**config.mk**
```make
export PLATFORM = sky130hd
export DESIGN_NAME = monomial_exponent_alu
export DESIGN_NICKNAME = d
export VERILOG_FILES = /design/src/rtl/mea_pkg.sv /design/src/rtl/mea_lane.sv /design/src/rtl/mea_merge.sv /design/src/rtl/monomial_exponent_alu.sv
export SDC_FILE = /design/constraint.sdc
export NUM_CORES = 2
export LEC_CHECK = 0
export BUFFER_PORTS_ARGS = -buffer_cell sky130_fd_sc_hd__buf_2
export CORE_MARGIN = 2
export CORE_UTILIZATION = 25
export DETAILED_ROUTE_END_ITERATION = 6
export MAX_ROUTING_LAYER = met4
export PLACE_DENSITY = 0.46
export SYNTH_ARGS = -nofsm -noshare
export SYNTH_HDL_FRONTEND = slang
export SYNTH_SLANG_ARGS = --single-unit
```
**constraint.sdc**
```tcl
create_clock -name clk -period 6.04 [get_ports clk]
set_clock_uncertainty 0.1 [all_clocks]
set_input_delay 0.604 -clock clk [delete_from_list [all_inputs] [get_ports clk]]
set_output_delay 0.604 -clock clk [all_outputs]
set_load 0.02 [all_outputs]
```
**src/rtl/mea_pkg.sv**
```systemverilog
`timescale 1ns / 1ps
`default_nettype none

package mea_pkg;

	// fixed field widths of the request and result items
	localparam int OP_W   = 4;
	localparam int MONO_W = 64;
	localparam int VI_W   = 3;
	localparam int POW_W  = 8;
	localparam int DEG_W  = 11;

	localparam logic [DEG_W-1:0] DEG_MAX = 11'd2047;

	// item widths on the stream ports, padded to whole bytes
	localparam int IN_W  = 144;
	localparam int OUT_W = 80;

	typedef enum logic [OP_W-1:0] {
		OP_MUL  = 4'd0,
		OP_LCM  = 4'd1,
		OP_DIVM = 4'd2,
		OP_DIVV = 4'd3,
		OP_MULV = 4'd4,
		OP_DROP = 4'd5,
		OP_SQRT = 4'd6,
		OP_POW  = 4'd7,
		OP_SEP  = 4'd8
	} op_t;

	// per-slot status handed from a lane to the merge stage
	typedef struct packed {
		logic fail;
		logic ovf;
	} lane_flags_t;

endpackage

`default_nettype wire

```
**src/rtl/mea_lane.sv**
```systemverilog
`timescale 1ns / 1ps
`default_nettype none

module mea_lane #(
	parameter int IDX      = 0,
	parameter int EXP_BITS = 8
) (
	input  wire                             clk,
	input  wire                             load,
	input  wire mea_pkg::op_t               op,
	input  wire [EXP_BITS-1:0]              a,
	input  wire [EXP_BITS-1:0]              b,
	input  wire [mea_pkg::VI_W-1:0]         vi,
	input  wire [mea_pkg::POW_W-1:0]        pw,
	output logic [EXP_BITS-1:0]             val_s1,
	output mea_pkg::lane_flags_t            flags_s1
);

	// wide enough for a * pw as well as a + b
	localparam int RW = EXP_BITS + mea_pkg::POW_W;
	localparam logic [RW-1:0] MX = RW'((1 << EXP_BITS) - 1);

	logic [RW-1:0]        a_w;
	logic [RW-1:0]        b_w;
	logic [RW-1:0]        r;
	logic                 hit;
	logic                 fail;
	logic [EXP_BITS-1:0]  val_c;
	logic                 ovf_c;

	assign a_w = RW'(a);
	assign b_w = RW'(b);
	assign hit = (vi == mea_pkg::VI_W'(IDX));

	always_comb begin
		r    = a_w;
		fail = 1'b0;
		case (op)
			mea_pkg::OP_MUL:  r = a_w + b_w;
			mea_pkg::OP_LCM:  r = (a_w > b_w) ? a_w : b_w;
			mea_pkg::OP_DIVM: begin
				fail = (b_w > a_w);
				r    = a_w - b_w;
			end
			mea_pkg::OP_DIVV: begin
				// zero slot at the chosen variable cannot be divided
				fail = hit && (a == '0);
				r    = hit ? (a_w - RW'(1)) : a_w;
			end
			mea_pkg::OP_MULV: r = hit ? (a_w + RW'(1)) : a_w;
			mea_pkg::OP_DROP: r = hit ? '0 : a_w;
			mea_pkg::OP_SQRT: begin
				fail = a[0];
				r    = a_w >> 1;
			end
			mea_pkg::OP_POW:  r = a_w * RW'(pw);
			mea_pkg::OP_SEP:  r = RW'(a != '0);
			default:          fail = 1'b1;
		endcase
	end

	// clamp at the slot maximum
	always_comb begin
		ovf_c = (r > MX);
		val_c = ovf_c ? MX[EXP_BITS-1:0] : r[EXP_BITS-1:0];
	end

	always_ff @(posedge clk) begin
		if (load) begin
			val_s1        <= val_c;
			flags_s1.fail <= fail;
			flags_s1.ovf  <= ovf_c;
		end
	end

endmodule

`default_nettype wire

```
**src/rtl/mea_merge.sv**
```systemverilog
`timescale 1ns / 1ps
`default_nettype none

module mea_merge #(
	parameter int NUM_SLOTS = 8,
	parameter int EXP_BITS  = 8
) (
	input  wire                              clk,
	input  wire                              load,
	input  wire [EXP_BITS-1:0]               vals_s1 [NUM_SLOTS],
	input  wire mea_pkg::lane_flags_t        flags_s1 [NUM_SLOTS],
	input  wire                              range_fail_s1,
	output logic [mea_pkg::MONO_W-1:0]       res_s2,
	output logic [mea_pkg::DEG_W-1:0]        deg_s2,
	output logic                             ok_s2,
	output logic                             ovf_s2
);

	// sum of up to eight slots fits in three extra bits
	localparam int SUM_W = EXP_BITS + 3;
	localparam int AW    = (SUM_W > mea_pkg::DEG_W) ? SUM_W : mea_pkg::DEG_W;

	logic [AW-1:0]                sum;
	logic                         ok_c;
	logic                         ovf_c;
	logic [mea_pkg::MONO_W-1:0]   res_c;
	logic [mea_pkg::DEG_W-1:0]    deg_c;

	always_comb begin
		sum   = '0;
		ok_c  = !range_fail_s1;
		ovf_c = 1'b0;
		res_c = '0;
		for (int i = 0; i < NUM_SLOTS; i++) begin
			sum   = sum + AW'(vals_s1[i]);
			ok_c  = ok_c & !flags_s1[i].fail;
			ovf_c = ovf_c | flags_s1[i].ovf;
			res_c[i*EXP_BITS +: EXP_BITS] = vals_s1[i];
		end
		deg_c = (sum > AW'(mea_pkg::DEG_MAX)) ? mea_pkg::DEG_MAX : sum[mea_pkg::DEG_W-1:0];
		// a failed request reports the constant 1 with no overflow
		if (!ok_c) begin
			res_c = '0;
			deg_c = '0;
			ovf_c = 1'b0;
		end
	end

	always_ff @(posedge clk) begin
		if (load) begin
			res_s2 <= res_c;
			deg_s2 <= deg_c;
			ok_s2  <= ok_c;
			ovf_s2 <= ovf_c;
		end
	end

endmodule

`default_nettype wire

```
**src/rtl/monomial_exponent_alu.sv**
```systemverilog
`timescale 1ns / 1ps
`default_nettype none

// monomial exponent alu: slot-wise arithmetic on dense exponent vectors
// input stream (s_axis): one request item per handshake, an operation code,
// two packed exponent vectors, a variable index and a power
// output stream (m_axis): one result item per request, in request order,
// with the result vector, its total degree, a success flag and an
// overflow flag; a failed request returns all zero with ok low
// one lane per active exponent slot computes and saturates its slot in the
// first stage; the merge stage sums the degree and folds the flags
// each item is registered in the lane stage, then in the merge output register
// throughput: one item per cycle while m_axis_tready is held high, with no gaps
// between back-to-back items; when the receiver stalls, both stages fill and
// s_axis_tready drops; an item held in the output register does not stop the
// first stage from taking a new item while that stage is empty
// reset clears both stage valid bits, so no result is presented and the
// block takes an item in the first cycle after reset is released
module monomial_exponent_alu #(
	parameter int NUM_VARS = 8,
	parameter int EXP_BITS = 8
) (
	input  wire                          clk,
	input  wire                          arst_n,
	// req_type[3:0], lhs_exps[67:4], rhs_exps[131:68], var_index[134:132],
	// power[142:135], zero pad[143]
	input  wire [mea_pkg::IN_W-1:0]      s_axis_tdata,
	input  wire                          s_axis_tvalid,
	output logic                         s_axis_tready,
	// result_exps[63:0], total_degree[74:64], ok[75], overflow[76],
	// zero pad[79:77]
	output logic [mea_pkg::OUT_W-1:0]    m_axis_tdata,
	output logic                         m_axis_tvalid,
	input  wire                          m_axis_tready
);

	// slots that fit in the 64-bit vector
	localparam int NUM_SLOTS = (NUM_VARS * EXP_BITS > mea_pkg::MONO_W) ?
		(mea_pkg::MONO_W / EXP_BITS) : NUM_VARS;

	mea_pkg::op_t                     op;
	logic [mea_pkg::MONO_W-1:0]       lhs;
	logic [mea_pkg::MONO_W-1:0]       rhs;
	logic [mea_pkg::VI_W-1:0]         vi;
	logic [mea_pkg::POW_W-1:0]        pw;

	logic                             v1_q;
	logic                             v2_q;
	logic                             en1;
	logic                             en2;
	logic                             ld1;
	logic                             ld2;

	logic [EXP_BITS-1:0]              vals_s1 [NUM_SLOTS];
	mea_pkg::lane_flags_t             flags_s1 [NUM_SLOTS];
	logic                             range_fail_s1;

	logic [mea_pkg::MONO_W-1:0]       res_s2;
	logic [mea_pkg::DEG_W-1:0]        deg_s2;
	logic                             ok_s2;
	logic                             ovf_s2;

	// unpack the request item
	assign op  = mea_pkg::op_t'(s_axis_tdata[3:0]);
	assign lhs = s_axis_tdata[67:4];
	assign rhs = s_axis_tdata[131:68];
	assign vi  = s_axis_tdata[134:132];
	assign pw  = s_axis_tdata[142:135];

	// each stage advances when the one after it is empty or draining
	assign en2 = !v2_q || m_axis_tready;
	assign en1 = !v1_q || en2;
	assign ld1 = s_axis_tvalid && en1;
	assign ld2 = v1_q && en2;

	assign s_axis_tready = en1;
	assign m_axis_tvalid = v2_q;

	always_ff @(posedge clk or negedge arst_n) begin
		if (!arst_n) begin
			v1_q <= 1'b0;
			v2_q <= 1'b0;
		end else begin
			if (en1) begin
				v1_q <= s_axis_tvalid;
			end
			if (en2) begin
				v2_q <= v1_q;
			end
		end
	end

	// divide by a variable beyond the active slots has nothing to divide
	always_ff @(posedge clk) begin
		if (ld1) begin
			range_fail_s1 <= (op == mea_pkg::OP_DIVV) &&
				({1'b0, vi} >= (mea_pkg::VI_W + 1)'(NUM_SLOTS));
		end
	end

	// one lane per active slot
	for (genvar i = 0; i < NUM_SLOTS; i++) begin : g_lane
		mea_lane #(
			.IDX      (i),
			.EXP_BITS (EXP_BITS)
		) u_lane (
			.clk      (clk),
			.load     (ld1),
			.op       (op),
			.a        (lhs[i*EXP_BITS +: EXP_BITS]),
			.b        (rhs[i*EXP_BITS +: EXP_BITS]),
			.vi       (vi),
			.pw       (pw),
			.val_s1   (vals_s1[i]),
			.flags_s1 (flags_s1[i])
		);
	end

	// degree sum, flag fold and output register
	mea_merge #(
		.NUM_SLOTS (NUM_SLOTS),
		.EXP_BITS  (EXP_BITS)
	) u_merge (
		.clk           (clk),
		.load          (ld2),
		.vals_s1       (vals_s1),
		.flags_s1      (flags_s1),
		.range_fail_s1 (range_fail_s1),
		.res_s2        (res_s2),
		.deg_s2        (deg_s2),
		.ok_s2         (ok_s2),
		.ovf_s2        (ovf_s2)
	);

	assign m_axis_tdata = {3'b000, ovf_s2, ok_s2, deg_s2, res_s2};

endmodule

`default_nettype wire
```
; ---- After elaboration in Yosys (flattened, before gate mapping)
; Cells that the tools add are included.
[word_totals]
reg_bits = 159
in_bits = 148
out_inout_bits = 82
word_cells = 221
[op_classes]
add_sub_neg = 39
n_mul = 8
n_lt_le_gt_ge = 25
eq_ne = 15
muxes = 49
bitwise_logic = 14
n_reduce_logical = 41
[ops]
columns = operator, n
row1 = $pmux W16 S9, 8
row2 = $mux W16, 16
row3 = $gt A16 B8 Y1 const B, 8
row4 = $gt A8 B8 Y1, 16
row5 = $mul A8 B8 Y16, 8
row6 = $mux W8, 16
row7 = $add A8 B8 Y9, 9
row8 = $add A8 B1 Y9 const B, 8
row9 = $sub A8 B1 Y9 const B, 8
row10 = $sub A8 B8 Y9, 8
row11 = $add A11 B8 Y11, 6
row12 = $logic_not A8 Y1, 8
row13 = $reduce_bool A8 Y1, 8
row14 = $pmux W1 S4, 8
row15 = $eq A4 B3 Y1 const B, 4
row16 = $eq A3 B3 Y1 const B, 4
row17 = $gt A11 B11 Y1 const B, 1
row18 = $mux W11, 1
row19 = $logic_and A1 B1 Y1, 10
row20 = $logic_not A1 Y1, 10
row21 = $eq A4 B2 Y1 const B, 2
row22 = $and A1 B1 Y1, 7
row23 = $or A1 B1 Y1, 7
row24 = $eq A3 B2 Y1 const B, 2
row25 = other kinds (7), 8

; ---- Logic depth before layout (Yosys ltp)
[depth]
ltp_word = 9
mapped_depth = 21
mapped_depth_nobuf = 21

; ---- By module
; Synthesis repeated with hierarchy kept, for this count alone.
[hier_totals]
hier_cells = 4641
area_unflattened_um2 = 38747.2
[modules_own_cells]
columns = mod, instances, cells_per_inst, area_per_inst_um2, seq_area_each_um2
row1 = mea_lane at g_lane[0].u_lane, 1, 572, 4460.5, 300.3
row2 = mea_lane at g_lane[6].u_lane, 1, 553, 4391.7, 300.3
row3 = mea_merge, 1, 351, 4384.2, 2312.2
row4 = mea_lane at g_lane[2].u_lane, 1, 543, 4365.4, 300.3
row5 = mea_lane at g_lane[1].u_lane, 1, 532, 4265.3, 300.3
row6 = mea_lane at g_lane[4].u_lane, 1, 533, 4235.3, 300.3
row7 = mea_lane at g_lane[3].u_lane, 1, 518, 4234.1, 300.3
row8 = mea_lane at g_lane[5].u_lane, 1, 509, 4134.0, 300.3
row9 = mea_lane at g_lane[7].u_lane, 1, 516, 4131.5, 300.3
row10 = monomial_exponent_alu, 1, 14, 145.1, 50.0

; ---- Worst setup path before layout
; OpenSTA, ideal clock, no wires.
[synth_timing]
path_type = input port to flip-flop
from = in s_axis_tdata[142] (netlist bit)
to = reg g_lane[6].u_lane.val_s1[1], data pin
setup_ns = 0.275
arrival_ns = 5.520
required_ns = 5.665
setup_slack_ns = 0.145
cell_stages = 19
path_buffers = 2
cell_sequence = clkbuf_1 -> clkbuf_1 -> nand2_1 -> fa_1 -> inv_1 -> fa_1 -> fa_1 -> inv_1 -> fa_1 -> inv_1 -> ha_1 -> o21a_1 -> or4b_1 -> a2111oi_0 -> nand4_1 -> nor4_1 -> a21oi_1 -> nor2_4 -> o2111ai_1
[synth_via]
elab_chain_cells = 3
[synth_lines]
columns = element, line
row1 = "start, declared", monomial_exponent_alu.sv:27  ; input wire [mea_pkg::IN_W-1:0] s_axis_tdata,
row2 = $mul A8 B8 Y16, mea_lane.sv:56  ; mea_pkg::OP_POW: r = a_w * RW'(pw);
row3 = $pmux W16 S9, mea_lane.sv:38  ; case (op)
row4 = $gt A16 B8 Y1, mea_lane.sv:64  ; ovf_c = (r > MX);
row5 = "end signal, assigned", mea_lane.sv:70  ; val_s1 <= val_c;
row6 = "end, declared", mea_lane.sv:15  ; output logic [EXP_BITS-1:0] val_s1,
; Every way passes these cells.
; A chain may end at the register's enable or synchronous reset.

; ---- Final worst setup path
[layout_timing]
from = reg g_lane[0].u_lane.val_s1[0]
to = reg u_merge.deg_s2[10] (netlist bit), data pin
[layout_via]
elab_chain_cells = 9
[layout_lines]
columns = element, line
row1 = "start, declared", mea_lane.sv:15
row2 = "start signal, assigned", mea_lane.sv:70
row3 = $add A8 B8 Y9 (*), mea_merge.sv:35  ; sum = sum + AW'(vals_s1[i]);
row4 = $add A11 B8 Y11 (*) (6 in a row), mea_merge.sv:35
row5 = $gt A11 B11 Y1, mea_merge.sv:40  ; deg_c = (sum > AW'(mea_pkg::DEG_MAX)) ? mea_pkg::DEG_MAX : sum[mea_pkg::DEG_W-1:0];
row6 = $mux W11 (*), mea_merge.sv:40
row7 = "end signal, assigned", mea_merge.sv:52  ; deg_s2 <= deg_c;
row8 = "end, declared", mea_merge.sv:14  ; output logic [mea_pkg::DEG_W-1:0] deg_s2,
; Mark *: on every way between the ends. The rest lies on a longest branch, timed or not.

==> results.txt <==
----------------------------------------------------
[Clock network]
  Clock tree from TritonCTS ... yes
  Buffer depth of the longest clock path ... 2
  Clock network latency to the later pin of the worst-skew pair ... ~0.48 ns
  Clock slew at reported path FFs ... 0.07 ns
  Number of clock sinks seen by CTS ... roughly 160
  Cell at the root of the clock tree ... clkbuf_16
  CTS H-tree lvls ... 4
  TritonCTS Buffers ... 17

[Timing]
  Setup-failing EPs final ... 0
  Final total negative setup slack ... 0 ns
  Final hold viol count ... 0
  Ratio of final minimum period to clock period ... 0.955
  Achievable Freq ... 0.173 GHz
  Final max-slew violation count ... 0
  Tightest slew margin relative to the limit ... 0.288
  Min setup slack post-route ... about 0.27 ns
  Worst hold margin ... 0.251 ns
  Tightest Pin Transition ... 1.07 ns
  Min Clock Period, post-route ... 5.77 ns

[Finish]
  Layout cells sized above 1 ... 0.125
  Area overhead of the layout relative to synthesis ... 14.7%
  Post-layout net count ... 5,541
  Total area of sequential cells ... 4760 um^2
  Area used by multi-input combinational logic ... 27,900 um^2
  Number of fill cells in the layout ... 15,400
  Summed area of non-filler cells in the final layout ... 41,100 um^2
  Final non-filler cell total ... 6,509
  Share of the core filled with cells in the final layout ... 0.290

[Global route]
  Initial antenna violation count ... 26
  Total routing resource utilization after global routing ... 0.187
  GR Overflow Total ... 0
  Maximum number of pins on one net before global-route repair ... 73
  Global-route wire length before repair ... ~210 mm
  Via count of the first global-routing pass ... 33,500

[Power and ir drop]
  Cell-internal power ... 5.76 mW
  Clock share of power ... 0.104
  Power share of the sequential group ... 0.130
  Pwr per Cell Area ... 267 nW/um^2
  Net switching power ... 5.23 mW
  PnR Total Power ... 11.0 mW
  Leakage power ... 19.1 nW
  Maximum vdd ir drop ... roughly 0.45 mV
  Share of power burned in combinational logic ... 0.766
  Fraction of power spent switching nets ... 0.476

[Synthesis]
  Synthesized area per cell ... around 8.2 um^2
  Syn. warnings ... 0
  Most frequent cell after synthesis ... inv_1
  Synth async-reset ratio ... 0.0126
  Sequential fraction of the synthesis area ... 0.133
  Post-synthesis cell count ... 4,364
  EDFF count, synth ... 157
  Ys flop type ... edfxtp_1
  Top cell type by total area after synthesis ... fa_1
  Number of distinct standard cells referenced by the synthesized netlist ... 97
  Top cell types by occurrence after synthesis ... inv_1, nand2_1, ha_1
  Main area contributors after synthesis ... fa_1, ha_1, edfxtp_1, inv_1, nand2_1
  Flops & latches, synth ... 159
  Fraction of synthesized cell area taken by the top area cell type ... 0.192
  Cell Area, Synth ... 35,900 um^2

[Placed design]
  Number of port buffers ... 225
  Instance count after placement with tap cells included ... 6,450
  Half-perimeter wire length after placement ... 108 mm
  Routability-driven placement congestion ratio ... ~0.94
  Post-Place Setup Slack ... -0.253 ns
  Total cell area at the placement stage ... 40,400 um^2

[Die]
  Initial core utilization ... 0.253
  Area enclosed by the die boundary ... 146,000 um^2
  Number of top-level design ports ... 230
  Die outline width ... 383 um
  Area of the core ... 142,000 um^2
  Std-Cell Rows ... 138
  Die boundary height ... around 380 um

[Routing]
  Detailed Route Iter0 Violations ... 2,812
  Via count ... 33,500
  # DRC ... 0
  Pre-Repair DR Iteration Count ... 7
  Per-cell via count in the routed design ... 5.14
  WL final ... ~130 mm
  Post-DRT Antenna Nets ... 0
  Wire length per cell after detailed routing ... 20.5 um

[Min path]
  Worst Min Path Start ... s_axis_tvalid
  Path type of the worst min-delay path ... in -> reg

[Critical path]
  CP Capture Type ... flip-flop
  Start point of the critical path ... g_lane[0].u_lane.val_s1[0]
  Worst setup path category ... reg -> reg
  Highest fanout seen on the critical path ... 3
  Required @ worst endpoint ... 6.12 ns
  Element type at the critical path start ... flip-flop
  Startpoint of the lowest-slack register-to-register path ... g_lane[0].u_lane.val_s1[0]
  Data arrival time of the critical path ... 5.85 ns

[Flow run]
  Max cap viols ... 0

[Status]
  Outcome ... finished clean

----------------------------------------------------
power by group through the flow:
stage	Clock, mW	Sequential (mW)	Combinational (mW)
global placement	0	1.45	8.32
finish	1.15	1.43	8.41
CTS	1.18	1.43	8.42
global route	1.20	1.43	9.63
detailed placement	0	1.45	8.36
floorplan	0	1.44	5.77
path summary, 6_finish.rpt:
check | endpoint | slack [ns] | depth (start not counted)
setup / recovery | u_merge.deg_s2[10] | 0.27 | 22
hold / removal | v1_q | 0.25 | 2
setup reg to reg | u_merge.deg_s2[10] | 0.27 | 22
hold reg to reg | m_axis_tvalid | 0.41 | 1
max in group asynchronous | v1_q | 5.40 | 2
min in group asynchronous | m_axis_tvalid | 0.35 | 2
state kept, by name, indices dropped and copies added, names as in the netlist:
register	cells
v1_q	1
u_merge.ok_s2	1
u_merge.res_s2	64
g_lane.u_lane.val_s1	64
m_axis_tvalid	1
u_merge.deg_s2	11
u_merge.ovf_s2	1
g_lane.u_lane.flags_s1	16
kinds of logic after synthesis:
logic type               after synthesis  synth area share
other                                  1          0.000105
multiplexers                          24           0.00729
buffers and inverters                882            0.0942
AO/OA/AOI/OAI                       1002             0.193
XOR/XNOR                              79            0.0193
flip-flops                           159             0.133
AND/OR/NAND/NOR                     1404             0.198
adder cells (fa/ha/maj)              813             0.356
cell type report:
class	instances	share of cell area
multi-input combinational	3325	0.678
sequential	159	0.116
antenna	26	0.00158
inverter	604	0.0551
clock buffer	18	0.0104
clock inverter	14	0.00408
tap	1890	0.0575
timing repair buffer	473	0.0773
metal layers:
metal	wire length (um)	global-route usage	vias up
met5	0	-	-
met4	3900	0.0536	0
met3	9140	0.0274	168
met2	60600	0.295	1075
met1	60000	0.249	16600
li1	-	-	15600
worst max-delay path: stages (launching register included):
cell and delay, ns:
edfxtp_1 0.42, ha_1 0.25, inv_1 0.09, fa_1 0.21
inv_1 0.05, a21oi_1 0.21, o21bai_2 0.12, a21o_1 0.18
a21o_1 0.19, xor2_1 0.15, buf_4 0.17, fa_1 0.53
inv_1 0.05, fa_1 0.50, fa_1 0.54, fa_1 0.55
inv_1 0.04, ha_1 0.21, a2111oi_1 0.34, nor3_1 0.15
a31oi_1 0.22, xor2_1 0.17, nor2_1 0.05
timing repair:
item,CTS,global route
buffers inserted,0,0
setup endpoints to repair,0,10
hold endpoints to repair,2,0
resized for setup,0,9
hold buffers,1,0
cell usage in the layout (no fill, tap or decap), types with 33 or more instances in the layout:
master / Yosys / final
a211oi_1: 42 / 42
a21o_1: 58 / 58
a21oi_1: 212 / 211
a221oi_1: 50 / 50
a22oi_1: 33 / 33
and2_1: 223 / 221
and3_1: 69 / 69
buf_2: 36 / 225
buf_4: 6 / 232
edfxtp_1: 157 / 157
fa_1: 343 / 343
ha_1: 470 / 470
inv_1: 602 / 602
nand2_1: 472 / 471
nand2b_1: 40 / 40
nand3_1: 103 / 103
nand4_1: 45 / 45
nor2_1: 211 / 211
nor3_1: 78 / 78
o211ai_1: 37 / 37
o21ai_0: 194 / 192
o221ai_1: 33 / 33
xnor2_1: 41 / 40
xor2_1: 38 / 38
No activity file was read; power rests on OpenSTA's default activity.
